`config.mk`:
```
export PLATFORM = sky130hd
export DESIGN_NAME = cascaded_ball_balance_controller_top
export DESIGN_NICKNAME = d
export VERILOG_FILES = /design/src/sv/cbb_pkg.sv /design/src/sv/cbb_mul.sv /design/src/sv/cascaded_ball_balance_controller_top.sv
export SDC_FILE = /design/constraint.sdc
export NUM_CORES = 1
export LEC_CHECK = 0
export ABC_AREA = 1
export CORE_ASPECT_RATIO = 0.9
export CORE_UTILIZATION = 25
export DETAILED_ROUTE_END_ITERATION = 6
export DONT_BUFFER_PORTS = 1
export PLACE_DENSITY = 0.43
export SYNTH_ARGS = -nofsm -noshare
export SYNTH_HDL_FRONTEND = slang
export SYNTH_HIERARCHICAL = 1
export SYNTH_SLANG_ARGS = --single-unit
```
`constraint.sdc`:
```
create_clock -name clk -period 12.6 [get_ports clk]
set_input_delay 1.26 -clock clk [delete_from_list [all_inputs] [get_ports clk]]
set_output_delay 1.26 -clock clk [all_outputs]
set_load 0.01 [all_outputs]
```
`src/sv/cbb_pkg.sv`:
```
`timescale 1ns / 1ps
// Shared types and constants of the cascaded ball balance controller.
package cbb_pkg;

    // Multiplier operand and product widths
    localparam int MUL_AW = 20;
    localparam int MUL_BW = 17;
    localparam int MUL_PW = MUL_AW + MUL_BW;
    localparam int MUL_CW = 5;

    localparam logic signed [7:0] TARGET_MIN = -8'sd125;
    localparam logic signed [7:0] TARGET_MAX = 8'sd125;
    localparam logic [8:0] SMOOTH_ONE = 9'd256;

    typedef enum logic [1:0] {
        FN_OUTER = 2'd0,
        FN_INNER = 2'd1,
        FN_STOP  = 2'd2,
        FN_ZERO  = 2'd3
    } func_t;

    typedef enum logic [2:0] {
        REG_TARGET   = 3'd0,
        REG_KP       = 3'd1,
        REG_KD       = 3'd2,
        REG_LIMIT    = 3'd3,
        REG_KI       = 3'd4,
        REG_KFF      = 3'd5,
        REG_SMOOTH   = 3'd6,
        REG_TOL      = 3'd7
    } cfg_idx_t;

    typedef enum logic [2:0] {
        ST_IDLE,
        ST_EXEC,
        ST_FILT,
        ST_POS,
        ST_VEL,
        ST_FF,
        ST_INNER,
        ST_OUT
    } state_t;

    typedef struct packed {
        logic                     start;
        logic signed [MUL_AW-1:0] a;
        logic signed [MUL_BW-1:0] b;
    } mul_req_t;

    typedef struct packed {
        logic busy;
        logic done;
    } mul_stat_t;

endpackage

```
`src/sv/cbb_mul.sv`:
```
`timescale 1ns / 1ps
// Bit-serial signed shift-add multiplier, one multiplier bit per cycle.
module cbb_mul
    import cbb_pkg::*;
(
    input  logic                     clk,
    input  logic                     rst_n,
    input  mul_req_t                 req,
    output mul_stat_t                stat,
    output logic signed [MUL_PW-1:0] prod
);

    logic signed [MUL_AW-1:0] a_reg;
    logic        [MUL_PW-1:0] p_reg;
    logic        [MUL_PW-1:0] p_next;
    logic        [MUL_CW-1:0] cnt_reg;
    logic                     done_reg;
    logic        [MUL_AW:0]   upper_ext;
    logic        [MUL_AW:0]   a_ext;
    logic        [MUL_AW:0]   sum;

    always_comb
    begin
        upper_ext = {p_reg[MUL_PW-1], p_reg[MUL_PW-1:MUL_BW]};
        a_ext     = {a_reg[MUL_AW-1], a_reg};
        if (!p_reg[0])
        begin
            sum = upper_ext;
        end
        else if (cnt_reg == MUL_CW'(1))
        begin
            // sign bit of the multiplier weighs negative
            sum = upper_ext - a_ext;
        end
        else
        begin
            sum = upper_ext + a_ext;
        end
        p_next = {sum, p_reg[MUL_BW-1:1]};
    end

    always_ff @(posedge clk or negedge rst_n)
    begin
        if (!rst_n)
        begin
            cnt_reg  <= '0;
            done_reg <= 1'b0;
        end
        else if (req.start)
        begin
            cnt_reg  <= MUL_CW'(MUL_BW);
            done_reg <= 1'b0;
        end
        else if (cnt_reg != '0)
        begin
            cnt_reg  <= cnt_reg - MUL_CW'(1);
            done_reg <= (cnt_reg == MUL_CW'(1));
        end
        else
        begin
            done_reg <= 1'b0;
        end
    end

    always_ff @(posedge clk)
    begin
        if (req.start)
        begin
            a_reg <= req.a;
            p_reg <= {{MUL_AW{1'b0}}, req.b};
        end
        else if (cnt_reg != '0)
        begin
            p_reg <= p_next;
        end
    end

    assign stat.busy = (cnt_reg != '0);
    assign stat.done = done_reg;
    assign prod      = signed'(p_reg);

endmodule

```
`src/sv/cascaded_ball_balance_controller_top.sv`:
```
`timescale 1ns / 1ps
// Stop, capture zero and an inner tick with the motor off go to the output with no multiply.
// An outer tick runs up to four multiplies, an inner tick with the motor on just one.
// Each multiply runs bit-serially through one shared 17-step shift-add unit.
// One item at a time; the next item is taken while a finished result waits at the output.
// Reset (asynchronous, active low) loads register defaults and clears loop state but acc_reg.
module cascaded_ball_balance_controller_top
    import cbb_pkg::*;
#(
    parameter int DUTY_MAX   = 1600,
    parameter int ANGLE_BITS = 14
)
(
    input  logic               clk,
    input  logic               rst_n,
    input  logic               cfg_we,
    input  logic [2:0]         cfg_index,
    input  logic [15:0]        cfg_data,
    input  logic               in_valid,
    output logic               in_ready,
    input  logic [1:0]         func,
    input  logic signed [12:0] ball_position,
    input  logic signed [15:0] ball_velocity,
    input  logic               ball_seen,
    input  logic signed [15:0] carriage_accel,
    input  logic [13:0]        encoder_angle,
    input  logic               index_seen,
    output logic               out_valid,
    input  logic               out_ready,
    output logic [10:0]        pwm_duty,
    output logic               direction,
    output logic               motor_enable,
    output logic signed [13:0] angle_setpoint,
    output logic signed [13:0] crank_angle,
    output logic               at_target
);

    localparam logic signed [37:0] DUTY_LIM = 38'(DUTY_MAX * 256);

    // configuration
    logic [7:0]  target_reg;
    logic [15:0] kp_reg;
    logic [15:0] kd_reg;
    logic [12:0] lim_reg;
    logic [15:0] ki_reg;
    logic [15:0] kff_reg;
    logic [8:0]  smooth_reg;
    logic [7:0]  tol_reg;

    // captured beat
    func_t              func_reg;
    logic signed [12:0] pos_reg;
    logic signed [15:0] vel_reg;
    logic               seen_reg;
    logic signed [15:0] accel_reg;
    logic [13:0]        enc_reg;
    logic               index_reg;

    // loop state
    state_t                   state_reg;
    state_t                   state_next;
    logic                     started_reg;
    logic                     primed_reg;
    logic                     motor_on_reg;
    logic signed [19:0]       filt_reg;
    logic signed [13:0]       setpoint_reg;
    logic signed [16:0]       ff_reg;
    logic [ANGLE_BITS-1:0]    zero_reg;
    logic [ANGLE_BITS-1:0]    wrapped_reg;
    logic [10:0]              held_duty_reg;
    logic                     held_dir_reg;
    logic signed [MUL_PW-1:0] acc_reg;

    logic               out_valid_reg;
    logic [10:0]        pwm_duty_reg;
    logic               direction_reg;
    logic               motor_enable_reg;
    logic signed [13:0] angle_setpoint_reg;
    logic signed [13:0] crank_angle_reg;
    logic               at_target_reg;

    mul_req_t                 mul_req;
    mul_stat_t                mul_stat;
    logic signed [MUL_PW-1:0] prod;

    logic                     in_fire;
    logic                     out_load;
    logic signed [7:0]        t_raw;
    logic signed [7:0]        t_sat;
    logic signed [19:0]       tq8;
    logic signed [19:0]       err;
    logic signed [19:0]       pos16;
    logic signed [19:0]       fdiff;
    logic [8:0]               smooth_sat;
    logic signed [37:0]       cmd_full;
    logic signed [21:0]       cmd_q;
    logic signed [21:0]       lim_x;
    logic signed [13:0]       cmd_clamp;
    logic signed [28:0]       ff_q;
    logic signed [16:0]       ff_sat;
    logic signed [37:0]       v_full;
    logic signed [37:0]       v_clamp;
    logic [37:0]              v_mag;
    logic [ANGLE_BITS-1:0]    enc_w;
    logic signed [ANGLE_BITS-1:0] wr_s;
    logic signed [19:0]       wrapped_x;
    logic signed [19:0]       idiff;
    logic [20:0]              e_abs;

    cbb_mul u_mul
    (
        .clk   (clk),
        .rst_n (rst_n),
        .req   (mul_req),
        .stat  (mul_stat),
        .prod  (prod)
    );

    // ---------------- datapath combinational ----------------
    always_comb
    begin
        t_raw = signed'(target_reg);
        if (t_raw < TARGET_MIN)
        begin
            t_sat = TARGET_MIN;
        end
        else if (t_raw > TARGET_MAX)
        begin
            t_sat = TARGET_MAX;
        end
        else
        begin
            t_sat = t_raw;
        end
        tq8        = {{4{t_sat[7]}}, t_sat, 8'b0};
        err        = tq8 - filt_reg;
        pos16      = {{3{pos_reg[12]}}, pos_reg, 4'b0};
        fdiff      = pos16 - filt_reg;
        smooth_sat = (smooth_reg > SMOOTH_ONE) ? SMOOTH_ONE : smooth_reg;

        cmd_full = {acc_reg[MUL_PW-1], acc_reg} - {prod[MUL_PW-1], prod};
        cmd_q    = cmd_full[37:16];
        lim_x    = {9'b0, lim_reg};
        if (cmd_q > lim_x)
        begin
            cmd_clamp = lim_x[13:0];
        end
        else if (cmd_q < -lim_x)
        begin
            cmd_clamp = 14'(-lim_x);
        end
        else
        begin
            cmd_clamp = cmd_q[13:0];
        end

        ff_q = prod[36:8];
        if (ff_q > 29'sd65535)
        begin
            ff_sat = 17'sd65535;
        end
        else if (ff_q < -29'sd65536)
        begin
            ff_sat = -17'sd65536;
        end
        else
        begin
            ff_sat = ff_q[16:0];
        end

        v_full = {prod[MUL_PW-1], prod} + {{13{ff_reg[16]}}, ff_reg, 8'b0};
        if (v_full > DUTY_LIM)
        begin
            v_clamp = DUTY_LIM;
        end
        else if (v_full < -DUTY_LIM)
        begin
            v_clamp = -DUTY_LIM;
        end
        else
        begin
            v_clamp = v_full;
        end
        v_mag = v_clamp[37] ? unsigned'(-v_clamp) : unsigned'(v_clamp);

        enc_w     = ANGLE_BITS'(enc_reg);
        wr_s      = signed'(wrapped_reg);
        wrapped_x = 20'(wr_s);
        idiff     = {{6{setpoint_reg[13]}}, setpoint_reg} - wrapped_x;

        e_abs = err[19] ? unsigned'(21'(-{err[19], err})) : unsigned'({1'b0, err});
    end

    // ---------------- sequencer ----------------
    always_comb
    begin
        state_next = state_reg;
        unique case (state_reg)
            ST_IDLE:
            begin
                if (in_fire)
                begin
                    state_next = ST_EXEC;
                end
            end
            ST_EXEC:
            begin
                unique case (func_reg)
                    FN_OUTER:
                    begin
                        if (primed_reg)
                        begin
                            state_next = ST_FILT;
                        end
                        else if (seen_reg)
                        begin
                            state_next = ST_POS;
                        end
                        else
                        begin
                            state_next = ST_OUT;
                        end
                    end
                    FN_INNER:
                    begin
                        state_next = motor_on_reg ? ST_INNER : ST_OUT;
                    end
                    FN_STOP, FN_ZERO:
                    begin
                        state_next = ST_OUT;
                    end
                    default:
                    begin
                        state_next = ST_OUT;
                    end
                endcase
            end
            ST_FILT:
            begin
                if (mul_stat.done)
                begin
                    state_next = seen_reg ? ST_POS : ST_OUT;
                end
            end
            ST_POS:
            begin
                if (mul_stat.done)
                begin
                    state_next = ST_VEL;
                end
            end
            ST_VEL:
            begin
                if (mul_stat.done)
                begin
                    state_next = ST_FF;
                end
            end
            ST_FF, ST_INNER:
            begin
                if (mul_stat.done)
                begin
                    state_next = ST_OUT;
                end
            end
            ST_OUT:
            begin
                if (!out_valid_reg || out_ready)
                begin
                    state_next = ST_IDLE;
                end
            end
            default:
            begin
                state_next = ST_IDLE;
            end
        endcase
    end

    always_comb
    begin
        in_ready      = (state_reg == ST_IDLE);
        out_load      = (state_reg == ST_OUT) && (!out_valid_reg || out_ready);
        mul_req.start = 1'b0;
        mul_req.a     = '0;
        mul_req.b     = '0;
        unique case (state_reg)
            ST_FILT:
            begin
                mul_req.a = fdiff;
                mul_req.b = {8'b0, smooth_sat};
            end
            ST_POS:
            begin
                mul_req.a = err;
                mul_req.b = {1'b0, kp_reg};
            end
            ST_VEL:
            begin
                mul_req.a = {vel_reg, 4'b0};
                mul_req.b = {1'b0, kd_reg};
            end
            ST_FF:
            begin
                mul_req.a = {{4{accel_reg[15]}}, accel_reg};
                mul_req.b = {kff_reg[15], kff_reg};
            end
            ST_INNER:
            begin
                mul_req.a = idiff;
                mul_req.b = {1'b0, ki_reg};
            end
            default:
            begin
                mul_req.a = '0;
                mul_req.b = '0;
            end
        endcase
        if ((state_reg == ST_FILT || state_reg == ST_POS || state_reg == ST_VEL
             || state_reg == ST_FF || state_reg == ST_INNER) && !started_reg)
        begin
            mul_req.start = 1'b1;
        end
    end

    assign in_fire = in_valid && in_ready;

    always_ff @(posedge clk or negedge rst_n)
    begin
        if (!rst_n)
        begin
            state_reg   <= ST_IDLE;
            started_reg <= 1'b0;
        end
        else
        begin
            state_reg <= state_next;
            if (mul_stat.done)
            begin
                started_reg <= 1'b0;
            end
            else if (mul_req.start)
            begin
                started_reg <= 1'b1;
            end
        end
    end

    // configuration writes
    always_ff @(posedge clk or negedge rst_n)
    begin
        if (!rst_n)
        begin
            target_reg <= 8'd0;
            kp_reg     <= 16'd256;
            kd_reg     <= 16'd64;
            lim_reg    <= 13'd1024;
            ki_reg     <= 16'd256;
            kff_reg    <= 16'd0;
            smooth_reg <= 9'd256;
            tol_reg    <= 8'd5;
        end
        else if (cfg_we)
        begin
            unique case (cfg_idx_t'(cfg_index))
                REG_TARGET: target_reg <= cfg_data[7:0];
                REG_KP:     kp_reg     <= cfg_data;
                REG_KD:     kd_reg     <= cfg_data;
                REG_LIMIT:  lim_reg    <= cfg_data[12:0];
                REG_KI:     ki_reg     <= cfg_data;
                REG_KFF:    kff_reg    <= cfg_data;
                REG_SMOOTH: smooth_reg <= cfg_data[8:0];
                REG_TOL:    tol_reg    <= cfg_data[7:0];
                default:    target_reg <= target_reg;
            endcase
        end
    end

    // capture the input beat
    always_ff @(posedge clk)
    begin
        if (in_fire)
        begin
            func_reg  <= func_t'(func);
            pos_reg   <= ball_position;
            vel_reg   <= ball_velocity;
            seen_reg  <= ball_seen;
            accel_reg <= carriage_accel;
            enc_reg   <= encoder_angle;
            index_reg <= index_seen;
        end
    end

    // loop state
    always_ff @(posedge clk or negedge rst_n)
    begin
        if (!rst_n)
        begin
            primed_reg    <= 1'b0;
            motor_on_reg  <= 1'b0;
            filt_reg      <= '0;
            setpoint_reg  <= '0;
            ff_reg        <= '0;
            zero_reg      <= '0;
            wrapped_reg   <= '0;
            held_duty_reg <= '0;
            held_dir_reg  <= 1'b0;
        end
        else
        begin
            unique case (state_reg)
                ST_EXEC:
                begin
                    unique case (func_reg)
                        FN_OUTER:
                        begin
                            if (!primed_reg)
                            begin
                                // first sample goes in raw
                                filt_reg   <= pos16;
                                primed_reg <= 1'b1;
                                if (seen_reg)
                                begin
                                    motor_on_reg <= 1'b1;
                                end
                            end
                        end
                        FN_INNER:
                        begin
                            if (motor_on_reg)
                            begin
                                wrapped_reg <= enc_w - zero_reg;
                            end
                        end
                        FN_STOP:
                        begin
                            held_duty_reg <= '0;
                            held_dir_reg  <= 1'b0;
                            motor_on_reg  <= 1'b0;
                            ff_reg        <= '0;
                        end
                        FN_ZERO:
                        begin
                            zero_reg      <= enc_w;
                            primed_reg    <= 1'b0;
                            filt_reg      <= '0;
                            setpoint_reg  <= '0;
                            wrapped_reg   <= '0;
                            ff_reg        <= '0;
                            motor_on_reg  <= 1'b0;
                            held_duty_reg <= '0;
                            held_dir_reg  <= 1'b0;
                        end
                        default:
                        begin
                            motor_on_reg <= motor_on_reg;
                        end
                    endcase
                end
                ST_FILT:
                begin
                    if (mul_stat.done)
                    begin
                        filt_reg <= filt_reg + prod[27:8];
                        if (seen_reg)
                        begin
                            motor_on_reg <= 1'b1;
                        end
                    end
                end
                ST_VEL:
                begin
                    if (mul_stat.done)
                    begin
                        setpoint_reg <= cmd_clamp;
                    end
                end
                ST_FF:
                begin
                    if (mul_stat.done)
                    begin
                        ff_reg <= ff_sat;
                    end
                end
                ST_INNER:
                begin
                    if (mul_stat.done)
                    begin
                        held_dir_reg  <= !v_clamp[37];
                        held_duty_reg <= v_mag[18:8];
                        if (index_reg)
                        begin
                            zero_reg <= enc_w;
                        end
                    end
                end
                default:
                begin
                    motor_on_reg <= motor_on_reg;
                end
            endcase
        end
    end

    // hold the position product for the damping step
    always_ff @(posedge clk)
    begin
        if (state_reg == ST_POS && mul_stat.done)
        begin
            acc_reg <= prod;
        end
    end

    // output register
    always_ff @(posedge clk or negedge rst_n)
    begin
        if (!rst_n)
        begin
            out_valid_reg <= 1'b0;
        end
        else if (out_load)
        begin
            out_valid_reg <= 1'b1;
        end
        else if (out_ready)
        begin
            out_valid_reg <= 1'b0;
        end
    end

    always_ff @(posedge clk)
    begin
        if (out_load)
        begin
            pwm_duty_reg       <= held_duty_reg;
            direction_reg      <= held_dir_reg;
            motor_enable_reg   <= motor_on_reg;
            angle_setpoint_reg <= setpoint_reg;
            crank_angle_reg    <= wrapped_x[13:0];
            at_target_reg      <= (e_abs <= {5'b0, tol_reg, 8'b0});
        end
    end

    assign out_valid      = out_valid_reg;
    assign pwm_duty       = pwm_duty_reg;
    assign direction      = direction_reg;
    assign motor_enable   = motor_enable_reg;
    assign angle_setpoint = angle_setpoint_reg;
    assign crank_angle    = crank_angle_reg;
    assign at_target      = at_target_reg;

`ifndef ASSERT_OFF
    a_start_idle_mul: assert property (@(posedge clk) disable iff (!rst_n)
        mul_req.start |-> !mul_stat.busy)
        else $error("multiply started while the unit is busy");

    a_accept_exec: assert property (@(posedge clk) disable iff (!rst_n)
        in_fire |=> state_reg == ST_EXEC)
        else $error("accepted beat not executed next cycle");

    a_stop_clears: assert property (@(posedge clk) disable iff (!rst_n)
        (state_reg == ST_EXEC && func_reg == FN_STOP)
        |=> (held_duty_reg == '0 && !motor_on_reg))
        else $error("stop left the motor running");

    a_setpoint_clamped: assert property (@(posedge clk) disable iff (!rst_n)
        (state_reg == ST_FF && $past(state_reg) == ST_VEL)
        |-> (signed'({{8{setpoint_reg[13]}}, setpoint_reg}) <= lim_x
             && signed'({{8{setpoint_reg[13]}}, setpoint_reg}) >= -lim_x))
        else $error("crank setpoint outside its limit");
`endif

endmodule

```
# Word-level counts from Yosys, hierarchy flattened
# Cells that the tools add are included.
# W data, S select, Z words.
[classes] add_sub_neg=13 magnitude_cmp=10 eq_ne=33 mux=64 n_reduce_logical=45
[op_table] operator="$pmux W37 S5" n=1
[op_table] operator="$mux W14" n=8
[op_table] operator="$mux W17" n=6
[op_table] operator="$pmux W14 S2" n=3
[op_table] operator="$pmux W20 S2" n=2
[op_table] operator="$mux W38" n=2
[op_table] operator="$mux W20" n=3
[op_table] operator="$mux W21" n=2
[op_table] operator="$add A37 B25 Y38" n=1
[op_table] operator="$gt A38 B20 Y1 const B" n=1
[op_table] operator="$lt A38 B20 Y1 const B" n=1
[op_table] operator="$sub A37 B37 Y38" n=1
[op_table] operator="$pmux W17 S2" n=1
[op_table] operator="$gt A29 B17 Y1 const B" n=1
[op_table] operator="$lt A29 B17 Y1 const B" n=1
[op_table] operator="$eq A3 B3 Y1 const B" n=8
[op_table] operator="$mux W3" n=8
[op_table] operator="$gt A22 B14 Y1" n=1
[op_table] operator="$lt A22 B22 Y1" n=1
[op_table] operator="$mux W11" n=2
[op_table] operator="$neg A13 Y22" n=1
[op_table] operator="$pmux W11 S2" n=1
[op_table] operator="$add A20 B20 Y21" n=1
[op_table] operator="$le A21 B16 Y1" n=1
[op_table] operator="other kinds (42)" n=107
[word_totals] ff_bits=405 inputBits=87 output_inout_bits=44 elab_cells=205

# Longest topological paths before layout
# Gate-level depths: netlist (run 1).
[depth] ltp_word=9 mapped_depth=29 depth_no_buf=28

# Modules after synthesis
# The synthesis (run 1) kept the hierarchy.
[modules_own_cells] module="cascaded_ball_balance_controller_top" instances=1 cells_each=3021 area_each_um2=23219.8 seq_area_each_um2=9277.6
[modules_own_cells] module="cbb_mul" instances=1 cells_each=600 area_each_um2=4389.2 seq_area_each_um2=1661.6

# Worst setup path after synthesis (run 1)
# OpenSTA, ideal clock, no wires.
[synth_timing] kind="input port to flip-flop" from="input in_valid" to="register accel_reg[0], enable pin" setup_ps=561 t_arrival_ps=5579 t_required_ps=12039 path_slack_ps=6459 stages=2 path_buffers=0 path_cell_list="inv_1 -> nor3_1"
[synth_via] elab_chain_cells=1
[synth_rtl] item="from (decl)" line="cascaded_ball_balance_controller_top.sv:19" source="input logic in_valid,"
[synth_rtl] item="$logic_and A1 B1 Y1" line="cascaded_ball_balance_controller_top.sv:326" source="assign in_fire = in_valid && in_ready;"
[synth_rtl] item="via in_fire" line="cascaded_ball_balance_controller_top.sv:86" source="logic in_fire;"
[synth_rtl] item="to (signal assigned)" line="cascaded_ball_balance_controller_top.sv:388" source="accel_reg <= carriage_accel;"
[synth_rtl] item="to (decl)" line="cascaded_ball_balance_controller_top.sv:55" source="logic signed [15:0] accel_reg;"
# The timed path passes the listed nets, and every way through them passes these cells.
# A chain may end at the register's enable or synchronous reset.

# Worst setup path in the final report (run 1)
[layout_timing] from="register u_mul.p_reg[9], in the netlist u_mul/prod[9]" to="register setpoint_reg[4]"
[layout_via] elab_chain_cells=6 elab_cells_between_ends=7 classes_between="1 x add/sub; 2 x order compare; 4 x mux"
[layout_rtl] item="from (decl)" line="cbb_mul.sv:14" source="logic [MUL_PW-1:0] p_reg;"
[layout_rtl] item="from (signal assigned)" line="cbb_mul.sv:70" source="p_reg <= {{MUL_AW{1'b0}}, req.b};"
[layout_rtl] item="from (signal assigned)" line="cbb_mul.sv:74" source="p_reg <= p_next;"
[layout_rtl] item="$sub A37 B37 Y38 (*)" line="cascaded_ball_balance_controller_top.sv:141" source="cmd_full = {acc_reg[MUL_PW-1], acc_reg} - {prod[MUL_PW-1], prod};"
[layout_rtl] item="$lt A22 B22 Y1" line="cascaded_ball_balance_controller_top.sv:148" source="else if (cmd_q < -lim_x)"
[layout_rtl] item="$mux W14" line="cascaded_ball_balance_controller_top.sv:148"
[layout_rtl] item="$mux W14 (*)" line="cascaded_ball_balance_controller_top.sv:144" source="if (cmd_q > lim_x)"
[layout_rtl] item="$mux W14 (*)" line="cascaded_ball_balance_controller_top.sv:473" source="if (mul_stat.done)"
[layout_rtl] item="$pmux W14 S2 (*)" line="cascaded_ball_balance_controller_top.sv:411" source="unique case (state_reg)"
[layout_rtl] item="to (signal assigned)" line="cascaded_ball_balance_controller_top.sv:475" source="setpoint_reg <= cmd_clamp;"
[layout_rtl] item="to (decl)" line="cascaded_ball_balance_controller_top.sv:66" source="logic signed [13:0] setpoint_reg;"
# Every way passes the cells marked *; elsewhere a longest branch is shown, timed or not. The select of a mux whose other input is x is not followed.

==> results of run 1 <==
critical path, cell delays in order, from the launching register on:
cell and delay (ps):
edfxtp_1 720, inv_1 100, ha_1 330, nand2_1 90, nor2_1 200, nand2_1 100
o21ai_0 300, nand2_1 90, o2111ai_1 210, nand4_1 130, nand3_1 110, xor2_1 270
inv_1 80, ha_1 370, nand4_1 130, nor3_1 300, nand3_1 130, nand3_1 110
or2_2 110, nand2_1 130, inv_1 500, nand2_1 90, o21ai_0 110, nand2_1 80
o211ai_1 120, nand2_1 90
power by group through the flow:
stage | Sequential (uW) | Combinational [uW] | Clock, uW
floorplan | 2040 | 3820 | 0
global placement | 2190 | 5310 | 0
detailed placement | 2190 | 5280 | 0
CTS | 2170 | 5320 | 1510
global route | 2210 | 6030 | 1560
finish | 2170 | 5320 | 1460
path summary, 6_finish.rpt:
path / to / slack, ps / startpoint
max: setpoint_reg[4] / 7470 / u_mul/prod[9]
max in group asynchronous: held_duty_reg[7] / 11770 / rst_n
min in group clk: pwm_duty[9] / 450 / held_duty_reg[9]
max reg2reg: setpoint_reg[4] / 7470 / u_mul/prod[9]
min: ki_reg[3] / 360 / rst_n
min reg2reg: pwm_duty[9] / 450 / held_duty_reg[9]
cells in the mapped netlist, drive strengths merged, types with 43 or more instances:
| master | n |
|---|---|
| nand2 | 981 |
| inv | 467 |
| o21ai | 307 |
| nor2 | 300 |
| a21oi | 268 |
| ha | 212 |
| dfrtp | 199 |
| edfxtp | 179 |
| nand3 | 170 |
| xor2 | 67 |
| clkbuf | 66 |
| nand4 | 55 |
| nor3 | 43 |
per-stage QoR:
stage | util, % | power (uW) | setup WS, ps | instances | hold slack (ps)
finish | 28.4 | 8960 | 7470 | 5132 | 355
detailed placement | 26.9 | 7470 | 7560 | 5038 | 433
global route | 28.4 | 9800 | 6910 | 5130 | 316
CTS | 28.4 | 8990 | 7530 | 5130 | 308
floorplan | - | 5850 | 6460 | 3621 | 425
global placement | 26.9 | 7500 | 7640 | 5038 | 433
area by class of cell:
cell class	instances	area [sq um]	area share, %
diodes	2	5.00	0.0161
flip-flops and latches	405	10900	35.2
multi-input cells	2668	14600	47.1
inverters	469	1760	5.67
well taps	1462	1830	5.89
clock buffers	62	1290	4.17
clock inverters	30	358	1.15
repair buffers	34	255	0.822
cell families after synthesis:
logic type / after synthesis
AO/OA/AOI/OAI: 733
XOR/XNOR: 108
adder cells (fa/ha/maj): 217
buffers and inverters: 548
flip-flops: 405
multiplexers: 1
AND/OR/NAND/NOR: 1609
routing by layer:
metal | global-route usage, % | vias to the layer above | wire, microns
li1 | - | 12172 | -
met5 | 0 | - | 23
met4 | 3.22 | 4 | 1470
met3 | 2.89 | 80 | 4730
met1 | 24.2 | 11230 | 47500
met2 | 25.5 | 490 | 40300
==> flow_summary.json, run 1 <==
{
  "grt_max_degree": 207,
  "min_path_type": "in -> async",
  "grt_pass1_vias": 23096,
  "ant_nets": 0,
  "design_area_sq_um": 31100,
  "fin_tns_setup_ps": 0,
  "finalMaxSlewViolations": 0,
  "die_w_microns": 352,
  "core_area_sq_um": 109000,
  "gp_congestion": 0.907,
  "ctsHoldBuffers": 0,
  "synthXorXnorAreaFrac_pct": 3.43,
  "antenna_found_initial": 5,
  "cts_buffers": 49,
  "worstPathArrival_ps": 5610,
  "p_clk_share_pct": 16.4,
  "portBuffers": 0,
  "io_pins": 131,
  "ys.flop_type": "dfrtp_1",
  "post_drt_wl_per_cell_microns": 18.3,
  "dp_hpwl_mm": 73.7,
  "required_ps": 13080,
  "final_common_cell": "nand2_1",
  "final_cell_mix": "nand2_1 (971), inv_1 (461), o21ai_0 (295)",
  "fmax_mhz": 195,
  "clk_latency_ps": 630,
  "cts-root-buf": "clkbuf_16",
  "yosys_warnings": 6,
  "grt_pass1_wl_mm": 143,
  "outcome": "complete, no violations",
  "rows": 115,
  "async_flop_share_pct": 50.9,
  "power_per_cell_area_nw_per_um2": 288,
  "setup_violations": 0,
  "synthMuxAreaShare_pct": 0.0408,
  "worst_pin_slew_ps": 1140,
  "cts_tree": "done",
  "drive_above_1_share_pct": 4.88,
  "final_net_count": 3931,
  "drc": 0,
  "drtIter0Drc": 1807,
  "ir_worst_vdd_v": 0.000132,
  "ff2ff_path_depth": 25,
  "die_y_microns": 317,
  "dr.pass1.iters": 5,
  "synth_top_area_share_pct": 19.5,
  "synth_edf_count": 179,
  "finClkSkew_ps": 32.0,
  "synth-adder-area-share_pct": 9.97,
  "worst-setup-path-type": "reg -> reg",
  "n_fill_cell": 12103,
  "critPathMaxFanout": 23,
  "synth_area_leaders": "edfxtp_1 (19%), dfrtp_1 (18%), nand2_1 (13%)",
  "avgSynthCellArea_sq_um": 7.62,
  "wl_mm": 94.1,
  "syn_inst": 3621,
  "end_kind": "flop",
  "ys_seq_area_share_pct": 39.6,
  "fin_crit_sh_pct": 40.7,
  "grt-ovfl-total": 0,
  "ys_types": 66,
  "layout_min_cycle_time_ps": 5130,
  "switchingPower_uw": 4570,
  "syn2layout_area_growth_pct": 12.5,
  "vias_per_cell": 4.67,
  "dieArea_sq_um": 112000,
  "cts_resized": 0,
  "p_int_uw": 4390,
  "synth_compound_area_share_pct": 15.0,
  "start_kind": "flop",
  "place_area_sq_um": 29400,
  "vias": 23976,
  "start_util_pct": 25.2,
  "synth-seq-cells": 405,
  "cts_sinks": 405,
  "switching_share_pct": 51.0,
  "htree_levels": 2,
  "syn_area_sq_um": 27600,
  "p_leak_uw": 0.0144,
  "clock_path_buffers": 3,
  "slew_headroom_pct": 23.6,
  "grt_util_all_layers_pct": 16.6,
  "rsz0062_at_grt": "false",
  "combPwrFrac_pct": 59.4,
  "max_cap_viol_count": 0,
  "postCtsSetupRepairBufs": 0,
  "pwr-share-seq_pct": 24.2,
  "syn_nets": 3925,
  "clkTransAtPathRegs_ps": 60,
  "synth_top_cell_by_area": "edfxtp_1",
  "synth_top_family_by_area": "simple AND/OR/NAND/NOR gates",
  "finalHoldViolCount": 0,
  "yosys.area_share.simple_pct": 24.4
}
No activity file was read; power rests on OpenSTA's default activity.
==> inputs of run 2 (changes only) <==
--- a/config.mk
+++ b/config.mk
@@ -5,7 +5,7 @@
 export SDC_FILE = /design/constraint.sdc
 export NUM_CORES = 1
 export LEC_CHECK = 0
-export ABC_AREA = 1
+export ABC_AREA = 0
 export CORE_ASPECT_RATIO = 0.9
 export CORE_UTILIZATION = 25
 export DETAILED_ROUTE_END_ITERATION = 6
==> constraint.sdc (replaced) <==
create_clock -name clk -period 4.8 [get_ports clk]
set_input_delay 0.48 -clock clk [delete_from_list [all_inputs] [get_ports clk]]
set_output_delay 0.48 -clock clk [all_outputs]
set_load 0.01 [all_outputs]
==> flow_summary.json, run 2 <==
{
  "gp_congestion": 0.923,
  "dp.cells": 4093,
  "start_util_pct": 25.3,
  "cts_buffers": 51,
  "grt-ovfl-total": 0,
  "critPathMaxFanout": 17,
  "rsz0062_at_grt": "true",
  "grt_util_all_layers_pct": 16.9,
  "slew_headroom_pct": 22.5,
  "grt_pass1_vias": 21604,
  "synth-adder-area-share_pct": 10.5,
  "syn_inst": 2632,
  "drive_above_1_share_pct": 18.9,
  "rows": 112,
  "fin_cells": 4286,
  "ir_worst_vdd_v": 0.000285,
  "final-seq-area_sq_um": 10900,
  "rr_endpoint": "setpoint_reg[7]",
  "clkTransAtPathRegs_ps": 60,
  "outcome": "finished, violations left",
  "ys.flop_type": "dfrtp_1",
  "ctsHoldBuffers": 79,
  "totalPowerFinal_uw": 25800,
  "finClkSkew_ps": 31.2,
  "antenna_found_initial": 2,
  "synthXorXnorAreaFrac_pct": 5.26,
  "synth_top_cell_by_area": "edfxtp_1",
  "setup_violations": 0,
  "cts_sinks": 405,
  "synth-seq-cells": 405,
  "required_ps": 5300,
  "failed_checks": "negative hold slack",
  "reg2reg_slack_ps": 170,
  "die_w_microns": 344,
  "async_flop_share_pct": 50.9,
  "drtIter0Drc": 1502,
  "ant_nets": 0,
  "end_kind": "flop",
  "yosys_warnings": 6,
  "worst_pin_slew_ps": 1160,
  "cts-root-buf": "clkbuf_16",
  "synth_commonest_cells": "ha_1 (212), dfrtp_1 (199), nand2_1 (187), nor2_1 (185), edfxtp_1 (179)",
  "synth_most_common_cell": "ha_1",
  "cts_tree": "done",
  "vias_per_cell": 5.04,
  "avgSynthCellArea_sq_um": 10.0,
  "final_cell_mix": "ha_1 (206), dfrtp_1 (199), buf_4 (197)",
  "core_area_sq_um": 104000,
  "start_kind": "flop",
  "critPathLaunch": "u_mul/prod[13]",
  "worst-setup-path-type": "reg -> reg",
  "htree_levels": 2,
  "synth_area_leaders": "edfxtp_1 (20%), dfrtp_1 (19%), ha_1 (10%)",
  "finalHoldViolCount": 202,
  "io_pins": 131,
  "syn_nets": 2936,
  "synth_top_area_share_pct": 20.4,
  "synth_compound_area_share_pct": 18.5,
  "final_common_cell": "ha_1",
  "grt_pass1_wl_mm": 137,
  "r2r-start": "u_mul/prod[13]",
  "clk_latency_ps": 630,
  "power_per_cell_area_nw_per_um2": 803,
  "max_cap_viol_count": 0,
  "whs_ps": -430,
  "ys_types": 109,
  "fmax_mhz": 216,
  "ys_seq_area_share_pct": 41.6,
  "drc": 0,
  "worstPathArrival_ps": 5130,
  "dp_hpwl_mm": 70.9,
  "dr.pass1.iters": 7,
  "synth_edf_count": 179,
  "n_fill_cell": 10785,
  "p_leak_uw": 0.0132,
  "portBuffers": 0,
  "ff2ff_path_depth": 21,
  "final_net_count": 3179,
  "clock_path_buffers": 3,
  "grt_max_degree": 207,
  "synthMuxAreaShare_pct": 6.27,
  "syn_area_sq_um": 26300,
  "wl_mm": 91.3,
  "min_path_type": "in -> async",
  "multi_input_area_sq_um": 14800,
  "dieArea_sq_um": 107000,
  "post_drt_wl_per_cell_microns": 21.3,
  "synth_top_family_by_area": "compound AO/OA/AOI/OAI gates",
  "yosys.area_share.simple_pct": 14.0,
  "vias": 21602,
  "die_y_microns": 310,
  "finalMaxSlewViolations": 0,
  "num_antenna_cells": 0,
  "layout_min_cycle_time_ps": 4630,
  "fin_crit_sh_pct": 96.5,
  "syn2layout_area_growth_pct": 22.2
}
run 2: changes by cell type in the layout (fill, tap and decap cells not counted), moves of 55 or more:
cell           delta
dlygate4sd3_1    +79
o21ai_0         -162
a21oi_1         -113
xnor2_1          +55
buf_4           +163
nand2_1         -784
mux2_2          +133
inv_1           -288
nand3_1         -112
nor2_1          -108
run 2: critical path, cell delays in order (launching register included):
cell	delay, ps
edfxtp_1	390
inv_1	60
ha_1	320
a211oi_2	240
o21a_1	170
o221a_1	220
or2_1	190
nand3_2	150
o21a_1	230
buf_4	150
o211ai_1	260
inv_1	100
ha_1	320
nor2b_1	140
o21ai_0	160
a21oi_1	90
o211ai_1	310
nand3_2	200
buf_12	200
and2_1	150
o31a_1	300
a22o_1	170
run 2: final cells by class:
cell class                      instances  area share (%)
Clock inverter                         24           0.591
Multi-Input combinational cell       1959            46.1
Clock buffer                           72            4.62
Timing Repair Buffer                  284            7.36
Sequential cell                       405            34.0
Inverter                              174            2.03
Tap cell                             1368            5.32
run 2: per-layer routing:
| metal | up-vias | part of all wire (%) | GRT usage, % |
|---|---|---|---|
| met5 | - | 0 | 0 |
| met4 | 0 | 2.9 | 5.04 |
| met3 | 129 | 4.2 | 2.21 |
| met2 | 481 | 46 | 27.5 |
| met1 | 10751 | 47 | 23.3 |
| li1 | 10241 | - | - |
run 2: how the worst max path moves through the flow:
stage,end,cells past startpoint
after global placement,at_target,24
after CTS,setpoint_reg[4],25
after global routing,at_target,24
final,setpoint_reg[7],21
after floorplan,at_target,24
after detailed placement,at_target,24
run 2: cell families after synthesis:
| kind of cell | Yosys count |
|---|---|
| and+or+nand+nor | 730 |
| AOI/OAI and AO/OA | 706 |
| DFF | 405 |
| buffers and inverters | 268 |
| adders and majority gates | 217 |
| xor gates and xnor gates | 158 |
| muxes | 148 |
run 2: stage by stage:
stage	setup TNS [ps]	utilization [%]	cell area [sq um]	hold WS [ps]	setup slack [ps]
2_1_floorplan	0	-	26300	184	25.7
3_3_place_gp	-329	28.0	29100	211	-329
3_5_place_dp	-600	28.0	29100	208	-289
4_1_cts	0	30.5	31800	-468	0.143
5_1_grt	-1810	30.9	32200	-460	-194
6_report	0	30.9	32200	-430	168
run 2: power by group:
group | leakage (uW) | switching (uW) | internal (uW)
combinational | 0.00800 | 9340 | 6900
clock | 0.000825 | 1650 | 2180
sequential | 0.00440 | 947 | 4810
run 2: timing repair:
action                                  4_1_cts  5_1_grt
pin swaps                                     3       41
hold endpoints to repair                    371      206
buffers inserted                              9        9
gates cloned                                  0        0
endpoints found under the setup margin       16       19
gates resized for setup                      15       73
